## src/hw/rtl/spq_pkg.sv

```systemverilog
// Shared types and constants for the sorted priority queue.
package spq_pkg;

	localparam int unsigned COUNT_W = 5;
	localparam int unsigned MIN_W   = 32;
	localparam int unsigned STAT_W  = 2;

	typedef enum logic [STAT_W-1:0] {
		SPQ_OK        = 2'd0,
		SPQ_REM_EMPTY = 2'd1,
		SPQ_INS_FULL  = 2'd2
	} spq_status_t;

	typedef enum logic {
		SPQ_FUNC_INSERT = 1'b0,
		SPQ_FUNC_REMOVE = 1'b1
	} spq_func_t;

	typedef enum logic {
		SPQ_IDLE,
		SPQ_EXEC
	} spq_state_t;

	typedef struct packed {
		logic load;
		logic exec;
	} spq_cmd_t;

	typedef struct packed {
		logic out_stall;
	} spq_stat_t;

endpackage

```

## src/hw/rtl/spq_if.sv

```systemverilog
// Request and result channel interfaces of the sorted priority queue.
interface spq_in_if #(
	parameter int unsigned KEY_BITS = 32
);
	logic                       valid;
	logic                       ready;
	logic                       func;
	logic signed [KEY_BITS-1:0] key;

	modport source (output valid, output func, output key, input ready);
	modport sink (input valid, input func, input key, output ready);
endinterface

interface spq_out_if;
	logic               valid;
	logic               ready;
	logic signed [31:0] min_key;
	logic [4:0]         count;
	logic               is_empty;
	logic [1:0]         status;

	modport source (output valid, output min_key, output count, output is_empty,
		output status, input ready);
	modport sink (input valid, input min_key, input count, input is_empty,
		input status, output ready);
endinterface

```

## src/hw/rtl/spq_ctrl.sv

```systemverilog
// Controller state machine that sequences one request through the datapath.
module spq_ctrl
	import spq_pkg::*;
(
	input  logic      clk,
	input  logic      arst_n,
	input  logic      in_valid,
	output logic      in_ready,
	input  spq_stat_t stat,
	output spq_cmd_t  cmd
);

	spq_state_t state_q;
	spq_state_t state_nxt;

	always_ff @(posedge clk or negedge arst_n) begin
		if (!arst_n) begin
			state_q <= SPQ_IDLE;
		end else begin
			state_q <= state_nxt;
		end
	end

	always_comb begin
		state_nxt = state_q;
		case (state_q)
			SPQ_IDLE: begin
				if (in_valid) state_nxt = SPQ_EXEC;
			end
			SPQ_EXEC: begin
				if (!stat.out_stall) state_nxt = SPQ_IDLE;
			end
			default: state_nxt = SPQ_IDLE;
		endcase
	end

	always_comb begin
		in_ready = 1'b0;
		cmd      = '0;
		case (state_q)
			SPQ_IDLE: begin
				in_ready = 1'b1;
				cmd.load = in_valid;
			end
			SPQ_EXEC: begin
				cmd.exec = !stat.out_stall;
			end
			default: begin
				in_ready = 1'b0;
			end
		endcase
	end

endmodule

```

## src/hw/rtl/spq_dpath.sv

```systemverilog
// Datapath: the row of compare-and-shift key cells, entry count and result register.
module spq_dpath
	import spq_pkg::*;
#(
	parameter int unsigned CAPACITY = 16,
	parameter int unsigned KEY_BITS = 32
) (
	input  logic                       clk,
	input  logic                       arst_n,
	input  spq_cmd_t                   cmd,
	output spq_stat_t                  stat,
	input  logic                       in_func,
	input  logic signed [KEY_BITS-1:0] in_key,
	output logic                       out_valid,
	input  logic                       out_ready,
	output logic signed [MIN_W-1:0]    out_min_key,
	output logic [COUNT_W-1:0]         out_count,
	output logic                       out_is_empty,
	output logic [STAT_W-1:0]          out_status
);

	localparam int unsigned CW = $clog2(CAPACITY + 1);

	logic                       func_q;
	logic signed [KEY_BITS-1:0] key_q;
	logic signed [KEY_BITS-1:0] keys_q [CAPACITY];
	logic signed [KEY_BITS-1:0] keys_upd [CAPACITY];
	logic signed [KEY_BITS-1:0] head_new;
	logic [CAPACITY-1:0]        le;
	logic [CW-1:0]              count_q;
	logic [CW-1:0]              count_new;
	logic                       full;
	logic                       empty;
	logic                       apply;
	spq_status_t                status_new;
	logic signed [63:0]         min_ext;
	logic [CW+COUNT_W-1:0]      count_ext;

	logic                       out_valid_q;
	logic signed [MIN_W-1:0]    min_key_q;
	logic [COUNT_W-1:0]         count_out_q;
	logic                       is_empty_q;
	logic [STAT_W-1:0]          status_q;

	assign full  = (count_q == CW'(CAPACITY));
	assign empty = (count_q == '0);

	for (genvar i = 0; i < CAPACITY; i++) begin : g_cell
		assign le[i] = (CW'(i) < count_q) && (keys_q[i] <= key_q);

		if (i == 0) begin : g_head
			assign keys_upd[i] = (func_q == SPQ_FUNC_REMOVE)
				? ((CAPACITY > 1) ? keys_q[(CAPACITY > 1) ? 1 : 0] : keys_q[i])
				: (le[i] ? keys_q[i] : key_q);
		end else if (i == CAPACITY - 1) begin : g_tail
			assign keys_upd[i] = (func_q == SPQ_FUNC_REMOVE) ? keys_q[i]
				: (le[i] ? keys_q[i] : (le[i-1] ? key_q : keys_q[i-1]));
		end else begin : g_mid
			assign keys_upd[i] = (func_q == SPQ_FUNC_REMOVE) ? keys_q[i+1]
				: (le[i] ? keys_q[i] : (le[i-1] ? key_q : keys_q[i-1]));
		end

		always_ff @(posedge clk) begin
			if (cmd.exec && apply) begin
				keys_q[i] <= keys_upd[i];
			end
		end
	end

	assign head_new = apply ? keys_upd[0] : keys_q[0];

	always_comb begin
		apply      = 1'b0;
		count_new  = count_q;
		status_new = SPQ_OK;
		if (func_q == SPQ_FUNC_REMOVE) begin
			if (empty) begin
				status_new = SPQ_REM_EMPTY;
			end else begin
				apply     = 1'b1;
				count_new = count_q - 1'b1;
			end
		end else begin
			if (full) begin
				status_new = SPQ_INS_FULL;
			end else begin
				apply     = 1'b1;
				count_new = count_q + 1'b1;
			end
		end
	end

	assign min_ext   = (count_new != '0) ? 64'(head_new) : '0;
	assign count_ext = (CW + COUNT_W)'(count_new);

	always_ff @(posedge clk) begin
		if (cmd.load) begin
			func_q <= in_func;
			key_q  <= in_key;
		end
		if (cmd.exec) begin
			min_key_q   <= min_ext[MIN_W-1:0];
			count_out_q <= count_ext[COUNT_W-1:0];
			is_empty_q  <= (count_new == '0);
			status_q    <= status_new;
		end
	end

	always_ff @(posedge clk or negedge arst_n) begin
		if (!arst_n) begin
			count_q     <= '0;
			out_valid_q <= 1'b0;
		end else begin
			if (cmd.exec) begin
				count_q     <= count_new;
				out_valid_q <= 1'b1;
			end else if (out_ready) begin
				out_valid_q <= 1'b0;
			end
		end
	end

	assign stat.out_stall = out_valid_q && !out_ready;
	assign out_valid      = out_valid_q;
	assign out_min_key    = min_key_q;
	assign out_count      = count_out_q;
	assign out_is_empty   = is_empty_q;
	assign out_status     = status_q;

endmodule

```

## src/hw/rtl/sorted_priority_queue.sv

```systemverilog
// Sorted priority queue top level: a min-queue of signed keys kept in ascending order.
// Each request is first captured in the idle state; then, in the execute state, every
// key cell compares itself with the new key and holds, takes the new key or shifts by
// one place, all at once. The result register lets the next request be captured while
// a result still waits; if a result is held back, the update of the following request
// waits for it. Equal keys leave in arrival order, an insert into a full queue and a
// removal from an empty one leave the queue unchanged.
module sorted_priority_queue
	import spq_pkg::*;
#(
	parameter int unsigned CAPACITY = 16,
	parameter int unsigned KEY_BITS = 32
) (
	input  logic clk,
	input  logic arst_n,
	spq_in_if.sink    in,
	spq_out_if.source out
);

	spq_cmd_t  cmd;
	spq_stat_t stat;

	spq_ctrl u_ctrl (
		.clk      (clk),
		.arst_n   (arst_n),
		.in_valid (in.valid),
		.in_ready (in.ready),
		.stat     (stat),
		.cmd      (cmd)
	);

	spq_dpath #(
		.CAPACITY (CAPACITY),
		.KEY_BITS (KEY_BITS)
	) u_dpath (
		.clk          (clk),
		.arst_n       (arst_n),
		.cmd          (cmd),
		.stat         (stat),
		.in_func      (in.func),
		.in_key       (in.key),
		.out_valid    (out.valid),
		.out_ready    (out.ready),
		.out_min_key  (out.min_key),
		.out_count    (out.count),
		.out_is_empty (out.is_empty),
		.out_status   (out.status)
	);

endmodule

```

## src/flat_wrapper.sv

```systemverilog
// flat-port wrapper written by rule: the top's interface ports become plain ports
module sorted_priority_queue_flat import spq_pkg::*;
#(
	parameter int unsigned CAPACITY = 16,
	parameter int unsigned KEY_BITS = 32
)
  (clk, arst_n, in_valid, in_func, in_key, in_ready, out_valid, out_min_key, out_count, out_is_empty, out_status, out_ready);
  spq_in_if #(.KEY_BITS(KEY_BITS)) in_i ();
  spq_out_if out_i ();
  input  logic clk;
  input  logic arst_n;
  input wire logic [$bits(in_i.valid)-1:0] in_valid;
  input wire logic [$bits(in_i.func)-1:0] in_func;
  input wire logic [$bits(in_i.key)-1:0] in_key;
  output wire logic [$bits(in_i.ready)-1:0] in_ready;
  output wire logic [$bits(out_i.valid)-1:0] out_valid;
  output wire logic [$bits(out_i.min_key)-1:0] out_min_key;
  output wire logic [$bits(out_i.count)-1:0] out_count;
  output wire logic [$bits(out_i.is_empty)-1:0] out_is_empty;
  output wire logic [$bits(out_i.status)-1:0] out_status;
  input wire logic [$bits(out_i.ready)-1:0] out_ready;
  assign in_i.valid = in_valid;
  assign in_i.func = in_func;
  assign in_i.key = in_key;
  assign in_ready = in_i.ready;
  assign out_valid = out_i.valid;
  assign out_min_key = out_i.min_key;
  assign out_count = out_i.count;
  assign out_is_empty = out_i.is_empty;
  assign out_status = out_i.status;
  assign out_i.ready = out_ready;
  sorted_priority_queue #(.CAPACITY(CAPACITY), .KEY_BITS(KEY_BITS)) u_core (.clk(clk), .arst_n(arst_n), .in(in_i), .out(out_i));
endmodule
```

## config.mk

```make
export PLATFORM = sky130hd
export DESIGN_NAME = sorted_priority_queue_flat
export DESIGN_NICKNAME = d
export VERILOG_FILES = /design/src/hw/rtl/spq_pkg.sv /design/src/hw/rtl/spq_if.sv /design/src/hw/rtl/spq_ctrl.sv /design/src/hw/rtl/spq_dpath.sv /design/src/hw/rtl/sorted_priority_queue.sv /design/src/flat_wrapper.sv
export SDC_FILE = /design/constraint.sdc
export NUM_CORES = 2
export LEC_CHECK = 0
export BUFFER_PORTS_ARGS = -buffer_cell sky130_fd_sc_hd__buf_4
export CAP_MARGIN = 20
export CORE_UTILIZATION = 45
export DETAILED_ROUTE_END_ITERATION = 10
export GPL_TIMING_DRIVEN = 1
export PLACE_DENSITY_LB_ADDON = 0.08
export SETUP_SLACK_MARGIN = 0.15
export SLEW_MARGIN = 20
export SYNTH_ARGS = -nofsm -noshare
export SYNTH_HDL_FRONTEND = slang
export SYNTH_HIERARCHICAL = 1
export SYNTH_SLANG_ARGS = --single-unit
export TNS_END_PERCENT = 50
```

## constraint.sdc

```tcl
create_clock -name clk -period 18.28 [get_ports clk]
set_clock_uncertainty 0.05 [all_clocks]
set_input_delay 1.828 -clock clk [delete_from_list [all_inputs] [get_ports clk]]
set_output_delay 1.828 -clock clk [all_outputs]
set_load 0.01 [all_outputs]
```

# Yosys cells after proc, flatten, opt, wreduce, memory -nomap -nowiden

Memory sizes are Yosys's and may differ from the RTL's.
Cells that the tools add are included.

Output and inout bits: 42
Memories kept: 1
Word-level logic and storage cells: 137
Register bits after elaboration: 80
Bits of input ports: 37
Bits in writable memories: 512

Reductions and logical operators: 24
Eq/ne operators: 1
Magnitude comparators: 32
Bitwise operators: 1
Add/sub/neg operators: 2
Muxes and demuxes: 67

Memories:

| name                  | depth | width | rd ports | clocked after memory_dff | write ports | line            | RTL |
|---|---|---|---|---|---|---|---|
| u_core.u_dpath.keys_q | 16    | 32    | 16       | 0                        | 16          | spq_dpath.sv:26 | `logic signed [KEY_BITS-1:0] keys_q [CAPACITY];` |

Operator list:

| cell                | number |
|---|---|
| $mux 32             | 48 |
| $le 32x32->1        | 16 |
| $lt 4x5->1 const A  | 8 |
| $lt 3x5->1 const A  | 4 |
| $logic_and 1x1->1   | 18 |
| $mux 5              | 3 |
| $mux 1              | 13 |
| $logic_not 5->1     | 2 |
| $lt 1x5->1 const A  | 2 |
| $lt 2x5->1 const A  | 2 |
| $add 5x1->5 const B | 1 |
| $eq 5x5->1 const B  | 1 |
| $reduce_bool 5->1   | 1 |
| $sub 5x1->5 const B | 1 |
| $mux 2              | 2 |
| $logic_not 1->1     | 2 |
| $pmux 1 s2          | 1 |
| $reduce_bool 2->1   | 1 |
| $not 1->1           | 1 |

# Depth between registers and ports, before layout

Depth in word-level cells: 7
Depth in mapped cells: 12

# By module

The synthesis kept the hierarchy.

By module, submodules not included:

| module    | times used | cells an instance | area an instance (um^2) |
|---|---|---|---|
| spq_dpath | 1          | 3948              | 41717.5 |
| spq_ctrl  | 1          | 5                 | 57.6 |

# Worst setup path before layout

No wires, ideal clock.

Kind: input -> register
From: input out_ready
To: memory u_core.u_dpath.keys_q[15][0] (netlist: u_core/u_dpath/keys_q[1][224]), enable pin
Setup time: 0.533 ns
Cell stages on the path: 5
Setup slack: 9.713 ns
Data required time: 17.697 ns
Buffers on the path: 1
Data arrival time: 7.984 ns
Path through: nor2b_1 nor2b_1 clkbuf_1 nand3_1 o311ai_0

RTL lines:

| what               | line               | RTL |
|---|---|---|
| start: declaration | flat_wrapper.sv:21 | `input wire logic [$bits(out_i.ready)-1:0] out_ready;` |
| end: declaration   | spq_dpath.sv:26    |  |

==> impl_metrics.ini <==
[setup_path]
critPathMostFrequentCell = buf_4
end_kind = flip-flop
crit_required_ps = 18540
maximum_single_stage_delay_on_the_critical_path_ps = 800
crit_fanout = 33
worstSetupStartpointType = flip-flop
cp_slowest_cell = edfxtp_1
arrival_time_at_the_worst_endpoint_ps = 5790
critPathKind = flip-flop to flip-flop
critical_path.cell_chain = inv_1 > ha_1 > nand4_1 > nor3_1 > o32ai_1 > a41o_1 > o22ai_4 > buf_4 > nor2_1 > nor2_2 > buf_4

[finish]
areaGrowthSynthToFinish_pct = 10.92
stdcell_count = 5238
utilization_pct = 50.48
proportion_of_layout_cells_with_a_drive_suffix_above_1_pct = 10.32
fillCellCount = 8318
fin_nets = 4488
post_route_cell_area_um2 = 46340

[logic_synthesis]
netlist.top_cell.by_area = edfxtp_1
synthFlopType = edfxtp_1
seq_area_frac_synth_pct = 42.47
post-synth-top-area-fraction_pct = 42.05
syn_nets = 4505
count_of_flip_flops_with_a_built_in_enable_after_synthesis = 585
synthesis.area_per_instance_um2 = 10.57
yosys_warning_count = 6
post_synth_main_area_contributors = edfxtp_1, ha_1, mux2i_1
syn_area_um2 = 41780
netlist-cell-type-count = 83
postSynthRegisterBits = 592
async_flop_share_pct = 1.182
postSynthCellCount = 3953

[timing]
period_share_pct = 30.26
hold_viol_final = 0
final_period_minus_worst_setup_slack_ps = 5531
rsz_0062_raised_after_global_routing = false
achievable-frequency_ghz = 0.1808
timing.final.setup_violations = 0
max_slew.worst_pin.slew_ps = 1154
final_worst_setup_slack_ps = 12750
tns_ps = 0
max_slew_margin_pct = 23.04
final.hold.worst_slack_ps = 520.5
finalMaxSlewViolations = 0

[clock_tree]
tritoncts_clock_tree = done
root_buffer = clkbuf_16
clk_transition_reported_paths_ps = 60
clock-sinks = 592
post_cts_resized = 0
cts.repair_timing.setup_buffer_count = 0
cts_htree_levels = 3
clkLatencyLatePin_ps = 640
cts_buffer_depth = 3
cts_hold_buffers = 0
cts_buffers = 75

[power_and_ir_drop]
ir_drop_uv = 93.89
leakage_nw = 18.99
total_power_mw = 6.336
power.density_nw_per_um2 = 136.7

[route]
detailedRoute.firstIterationViolations = 3501
antenna_left = 0
via_per_inst = 6.403
wire_length_reported_by_the_detailed_router_mm = 148.8
detailed_routing_iteration_count_for_the_pre_antenna_repair_pass = 5
route.vias.total = 33540
routed_wire_length_per_instance_um = 28.41
drc = 0

[floorplanning]
num_io_pins = 79
dieHeight_um = 306.7
floorplan.die.width_um = 306.7
starting_density_pct = 45.51
core-area_um2 = 91800
num_rows = 111
floorplan.die_area_um2 = 94060

[placed_design]
postPlaceCellArea_um2 = 43760
detailedPlace.worstSlack_ps = 12720
placed_cells_incl_taps = 5100
numPortBuffers = 78
dp.final_hpwl_mm = 107.2
place.gp.congestion = 0.9304

[run_status]
run_status = finished clean

[global_routing]
grt_pass1_wl_mm = 221.6
pin_count_of_the_biggest_net_entering_global_routing = 131
number_of_global_route_vias_before_repair = 32620
grt_use_total_pct = 31.42
aggregate_global_routing_overflow = 0
grt_antenna_before_repair = 1

[flow_run]
max_cap_viols = 0

[min_path]
min-delay-path-class = flip-flop to flip-flop
-- layout by cell type, fill, tap and decap left out, types with 8 or more instances in the layout --
| cell | instances |
|---|---|
| clkinv_1 | 15 |
| a21oi_1 | 315 |
| nand2b_1 | 70 |
| nand4_1 | 100 |
| ha_1 | 515 |
| o311ai_0 | 36 |
| a211oi_1 | 13 |
| a221oi_1 | 9 |
| o21ai_0 | 272 |
| nor4_1 | 8 |
| a32oi_1 | 33 |
| or3_1 | 11 |
| and4_1 | 76 |
| a221o_1 | 66 |
| mux2i_1 | 292 |
| nor2_4 | 8 |
| a2bb2oi_1 | 64 |
| o221a_2 | 65 |
| nor2b_1 | 28 |
| o211ai_1 | 52 |
| inv_1 | 76 |
| edfxtp_1 | 585 |
| buf_4 | 177 |
| a31oi_1 | 44 |
| nor2_1 | 213 |
| clkbuf_16 | 81 |
| bufinv_16 | 10 |
| o21ai_1 | 43 |
| nor3_1 | 23 |
| o21a_1 | 16 |
| clkinv_2 | 18 |
| clkbuf_1 | 11 |
| nand3_1 | 41 |
| nand2_1 | 343 |
| o31a_1 | 32 |
| a21o_1 | 99 |
-- path summary, 6_finish.rpt --
path | slack, ps | from | depth (start not counted) | to
hold / removal | 520 | u_core/u_dpath/keys_q[1][224]$_DFFE_PP_ | 2 | u_core/u_dpath/keys_q[1][192]$_DFFE_PP_
setup / recovery | 12750 | u_core/u_dpath/key_q[23]$_DFFE_PP_ | 11 | u_core/u_dpath/keys_q[1][85]$_DFFE_PP_
max in group asynchronous | 17040 | arst_n | 1 | u_core/u_dpath/count_q[1]$_DFFE_PN0P_
setup reg to reg | 12750 | u_core/u_dpath/key_q[23]$_DFFE_PP_ | 11 | u_core/u_dpath/keys_q[1][85]$_DFFE_PP_
hold reg to reg | 520 | u_core/u_dpath/keys_q[1][224]$_DFFE_PP_ | 2 | u_core/u_dpath/keys_q[1][192]$_DFFE_PP_
min in group asynchronous | 970 | arst_n | 1 | u_core/u_dpath/count_q[3]$_DFFE_PN0P_
-- synthesized netlist by cell type (76+ instances only) --
cell type  number
nand2_1       345
edfxtp_1      585
a21o_1         99
clkbuf_1      202
mux2i_1       293
inv_1          78
nor2_1        223
o21ai_0       272
and4_1         76
ha_1          515
nand4_1       100
a21oi_1       320
-- worst max-delay path: cells and delay by family (launching register included) --
| family | cells | cell delay (ps) |
|---|---|---|
| buf+inv | 3 | 1570 |
| compound gates | 3 | 680 |
| simple gates | 4 | 1550 |
| flops | 1 | 800 |
| fa+ha+maj | 1 | 540 |
-- power breakdown --
group          leakage (nW)  switching (mW)  total [mW]  internal [mW]
Sequential             5.59           0.350        2.34           1.99
Combinational          12.1            1.48        2.42          0.940
Clock                  1.25           0.632        1.57          0.941
-- layout make-up --
class,instances,area [µm²],share of cell area (%)
multi-input cells,3008,22790,49.19
repair buffers,181,1431,3.089
clock buffers,92,2068,4.463
diodes,1,2.502,0.005400
inverters,78,300.3,0.6480
clock inverters,43,446.7,0.9640
well taps,1243,1555,3.356
flip-flops and latches,592,17740,38.29
-- per-layer routing --
layer / wire length (µm) / GRT usage, % / vias to the layer above
li1: - / - / 15500
met3: 9335 / 3.722 / 169
met4: 3754 / 9.070 / 0
met1: 66130 / 43.59 / 16670
met5: 0 / 0 / -
met2: 69580 / 51.47 / 1203
-- state kept, by name, indices dropped and copies added (netlist names) --
signal and flops:
u_core/u_dpath/key_q 32, u_core/u_dpath/keys_q 512, u_core/u_dpath/out_status 2, u_core/u_dpath/out_is_empty 1, u_core/u_dpath/func_q 1, u_core/u_dpath/out_count 5
u_core/u_dpath/out_min_key 32, u_core/u_dpath/count_q 5, u_core/u_dpath/out_valid 1, u_core/u_ctrl/state_q 1
-- kinds of logic after synthesis --
family / Yosys count / share of synthesized area (%)
AO/OA/AOI/OAI: 1236 / 20.05
AND/OR/NAND/NOR: 958 / 11.29
flip-flops: 592 / 42.47
adder cells (fa/ha/maj): 515 / 15.42
buffers and inverters: 353 / 3.585
multiplexers: 297 / 7.137
XOR/XNOR: 2 / 0.04194
Note: power is estimated with default switching activity, not from simulation.
